### src/rtl/nrtm_sub.sv
module nrtm_sub #(
    parameter int W = 48
) (
    input  logic [W-1:0] a,
    input  logic [W-1:0] b,
    output logic [W-1:0] diff,
    output logic         borrow
);

    // borrow set means a < b
    assign {borrow, diff} = {1'b0, a} - {1'b0, b};

endmodule

### config.mk
export PLATFORM = sky130hd
export DESIGN_NAME = nrtm_sub
export DESIGN_NICKNAME = d
export VERILOG_FILES = /design/src/rtl/nrtm_sub.sv
export SDC_FILE = /design/constraint.sdc
export NUM_CORES = 1
export LEC_CHECK = 0
export BUFFER_PORTS_ARGS = -buffer_cell sky130_fd_sc_hd__buf_2
export CAP_MARGIN = 20
export CORE_MARGIN = 2
export CORE_UTILIZATION = 49
export DETAILED_ROUTE_END_ITERATION = 8
export MAX_ROUTING_LAYER = met4
export PLACE_DENSITY = 0.85
export SLEW_MARGIN = 20
export SYNTH_ARGS = -nofsm -noshare
export SYNTH_HDL_FRONTEND = slang
export SYNTH_SLANG_ARGS = --single-unit
### constraint.sdc
create_clock -name vclk -period 5.7
set_input_delay 1.425 -clock vclk [all_inputs]
set_output_delay 1.425 -clock vclk [all_outputs]
set_load 0.05 [all_outputs]
### Word-level counts from Yosys, hierarchy flattened

Index checks and enable logic that the tools add are counted.

| word-level totals | value |
|---|---|
| register bits after elaboration | 0 |
| bits in latches | 0 |
| bits in writable memories | 0 |
| ROM bits | 0 |
| input bits | 96 |
| output and inout port bits | 49 |
| word-level logic and storage cells | 1 |
| memories kept | 0 |

| operators by class | value |
|---|---|
| add/sub/neg operators | 1 |
| multipliers | 0 |
| divide/modulo/power cells | 0 |
| $lt $le $gt $ge | 0 |
| equality and inequality tests | 0 |
| shift operators | 0 |
| mux-type cells | 0 |
| bitwise operators | 0 |
| reduce and logical (&&, ||, !) cells | 0 |

Operator list:

| kind | number |
|---|---|
| 48-bit by 48-bit subtractor with 49-bit output | 1 |

### Depth between registers and ports, before layout

| logic depth | value |
|---|---|
| depth in word-level cells | 1 |
| depth in mapped cells | 12 |

### Worst setup path before layout

No wires, ideal clock.

| timing | value |
|---|---|
| path type | input to output |
| start | input a[0] |
| end | output diff[44] |
| arrival time | 4.488 ns |
| required time | 4.275 ns |
| path slack | -0.213 ns |
| stages on the path | 12 |
| path buffers | 0 |
| cell sequence | inv_1 > ha_1 > fa_1 > and2b_1 > o21ai_1 > nand2b_2 > a31oi_2 > o311a_4 > o311a_4 > o211ai_4 > a311oi_2 > xnor2_1 |

| between the ends | value |
|---|---|
| longest elaborated chain between the ends | 1 |

Ends and longest elaborated chain:

| element | line | source |
|---|---|---|
| start: declaration | 4 | `input logic [W-1:0] a,` |
| 48-bit by 48-bit subtractor with 49-bit output | 11 | `assign {borrow, diff} = {1'b0, a} - {1'b0, b};` |
| end: declaration | 6 | `output logic [W-1:0] diff,` |

No other way between the ends.

### Final worst setup path

| timing | value |
|---|---|
| start | input a[0] |
| end | output diff[40] |

Same word-level chain as after synthesis.

==> results by group <==
Yosys
  – Area share of the largest cell type after synthesis: 0.205
  – Commonest cells post-synth: 60 x inv_1, 54 x a21oi_1, 48 x ha_1
  – Count leader, synth: inv_1
  – Leading area contributor after synthesis: ha_1
  – Synth top area cells: ha_1 20%, a21oi_1 9.2%, xnor2_1 9.0%
  – Synth Area per Inst: ~6.7 sq um
  – Synthesized cell area: approximately 2900 sq um
  – Synthesized Nets: 586
  – Part of the Yosys area used for sequential elements: 0
  – Mapped Cells: about 440
  – Library cells used by synthesis: 56
  – YS warnings: 0

Global routing
  – Largest net degree at the start of global routing: 10
  – Initial antenna violation count: 0
  – Vias in the first global route: 3358
  – GRT overflow: 0
  – GRT Overall Usage: 0.260
  – First-pass GRT wire length: about 14000 um

STA
  – Worst slew pin tran: ~0.44 ns
  – Period utilization: 0.983
  – Hold Fails Final Rpt: 0
  – Max-slew headroom: 0.701
  – Max Freq: roughly 180 MHz
  – Fin crit period: about 5.6 ns
  – Slew Viols, Final: 0
  – Total negative slack: 0 ns
  – Final setup viols: 0

Floorplan
  – Initial core utilization: 0.501
  – Die Height: between 80 and 90 um
  – Die footprint: ~6600 sq um
  – Die Wd: 81.4 um
  – Row count: 28
  – Core Area: 5850 sq um
  – Top-level port count: 145

Pwr
  – Sequential share of power: 0
  – Sw frac: 0.688
  – Internal power: 0.238 mW
  – Sw Pwr: 0.526 mW
  – PD cells: 200 nW/um^2
  – Clk pwr share: 0
  – Comb pwr share: 1.000
  – Pwr Total: around 0.76 mW
  – Worst ir drop on vdd: 0.144 mV
  – Leakage: between 2 and 2.5 nW

Cells and area
  – Register area: 0 sq um
  – Proportion of layout cells with a drive suffix above 1: 0.308
  – Sequential cells: 0
  – Cell area after layout: between 3000 and 4000 sq um
  – # diodes: 0
  – Synth-to-layout area growth: 30.1%
  – Filler cells: roughly 530
  – Clk_buf instances: 0
  – Final nets: 725

Route
  – Initial drt markers: roughly 240
  – DR vias: between 3000 and 4000
  – Routed WL: a little over 9000 um
  – WL/cell: around 14 um
  – Post-route DRC: 0
  – TritonRoute pass-1 iters: 5
  – Drt via density: 5.74
  – Post-route ant nets: 0

Worst setup path
  – Crit. End Element: primary output
  – Startpoint types: input port
  – Worst Path Class, Setup: in -> out
  – Data required, critical path: 4.28 ns
  – Slowest CP cell: o311a_4
  – Most used cell, CP: o311a_4
  – Crit path max fanout: 4
  – Cell family with the largest share of critical-path delay: compound AO/OA/AOI/OAI gates
  – Critical path's largest stage delay: 0.43 ns
  – CP cell instances: buf_2, inv_1, ha_1, fa_2, and2b_1, o21ai_1, nand2b_2, a31oi_2, o311a_4, o311a_4, o211ai_4, buf_4, xnor2_1, clkbuf_4
  – Worst path buffer plus inverter count: 4
  – Critical Path AT: 4.18 ns

Placed design
  – Placer Congestion: ~0.95
  – # port buffers: 145
  – Final HPWL DP: roughly 7700 um
  – Post-DP Area: about 3800 sq um

Outcome
  – Outcome: finished, final reports clean

Worst hold path
  – Hold Crit Class: in -> out

Flow run
  – MaxCap Viol Count: 0

Clock tree
  – Hold buffers post-CTS: 0
  – Post-CTS Setup Inserts: 0
[cell families after synthesis]
kind of cell | count (synthesis) | synth area share
fa+ha+maj | 49 | 0.212
compound gates | 163 | 0.376
xor+xnor | 42 | 0.125
simple gates | 112 | 0.186
mux | 1 | 0.00341
buf+inv | 74 | 0.0981
[power groups by stage]
stage               clock [mW]  combinational [mW]  sequential (mW)
floorplan                    0               0.575                0
global route                 0               0.814                0
detailed placement           0               0.747                0
CTS                          0               0.751                0
global placement             0               0.737                0
finish                       0               0.764                0
[layer usage]
layer / GRT usage / share of wire / vias to the layer above
met5: - / 0 / -
met4: 0.0305 / 0.011 / 0
met3: 0.00556 / 0.065 / 12
met2: 0.479 / 0.50 / 162
met1: 0.324 / 0.42 / 1723
li1: - / - / 1849
[placed cells by master (no fill, tap or decap), types with 3 or more instances in the layout]
| cell | synthesis | routed |
|---|---|---|
| o21bai_1 | 6 | 6 |
| nor2b_1 | 7 | 7 |
| inv_1 | 60 | 60 |
| nand4_1 | 7 | 7 |
| xnor2_1 | 30 | 26 |
| nor2_1 | 26 | 26 |
| buf_4 | 0 | 8 |
| buf_2 | 2 | 139 |
| a31oi_1 | 8 | 8 |
| o21a_1 | 9 | 9 |
| a21oi_2 | 3 | 4 |
| xnor2_2 | 0 | 4 |
| o21ai_0 | 19 | 19 |
| nand2b_1 | 8 | 8 |
| a21o_1 | 21 | 21 |
| a21oi_1 | 54 | 52 |
| nand3_1 | 10 | 10 |
| clkbuf_4 | 0 | 3 |
| o21ai_1 | 13 | 12 |
| nand2_1 | 34 | 34 |
| and3_1 | 7 | 7 |
| ha_1 | 48 | 48 |
| xor2_1 | 12 | 12 |
| nor3_1 | 4 | 4 |
[timing repair]
| item | in CTS | in global routing |
|---|---|---|
| pin swaps | 0 | 0 |
| cloned | 0 | 0 |
| setup endpoints to repair | 1 | 11 |
| gates resized for setup | 1 | 14 |
[final timing paths]
check	from	to	slack [ns]	cells after the start
worst min-delay path	b[0]	diff[0]	3.27	4
worst max-delay path	a[0]	diff[40]	0.1	14
[tightest hold or removal path, delay by kind of cell]
family | cells | cell delay, ns
fa+ha+maj | 1 | 0.11
buf+inv | 3 | 0.31
[through the flow]
| step | worst slack [ns] | std cells | utilization | hold slack (ns) |
|---|---|---|---|---|
| 2_1_floorplan | 0.0206 | 441 | - | 3.10 |
| 3_3_place_gp | 0.0521 | 653 | 0.645 | 3.26 |
| 3_5_place_dp | -0.0164 | 653 | 0.645 | 3.27 |
| 4_1_cts | 0.00114 | 653 | 0.645 | 3.27 |
| 5_1_grt | -0.0196 | 653 | 0.652 | 3.32 |
| 6_report | 0.0986 | 653 | 0.652 | 3.27 |
[layout make-up]
class                      count  area (sq um)  share of cell area
inverter                      60           225              0.0590
timing repair buffer         151           790               0.207
multi-input combinational    367          2710               0.709
tap                           75          93.8              0.0246
(Power assumes the default switching activity.)
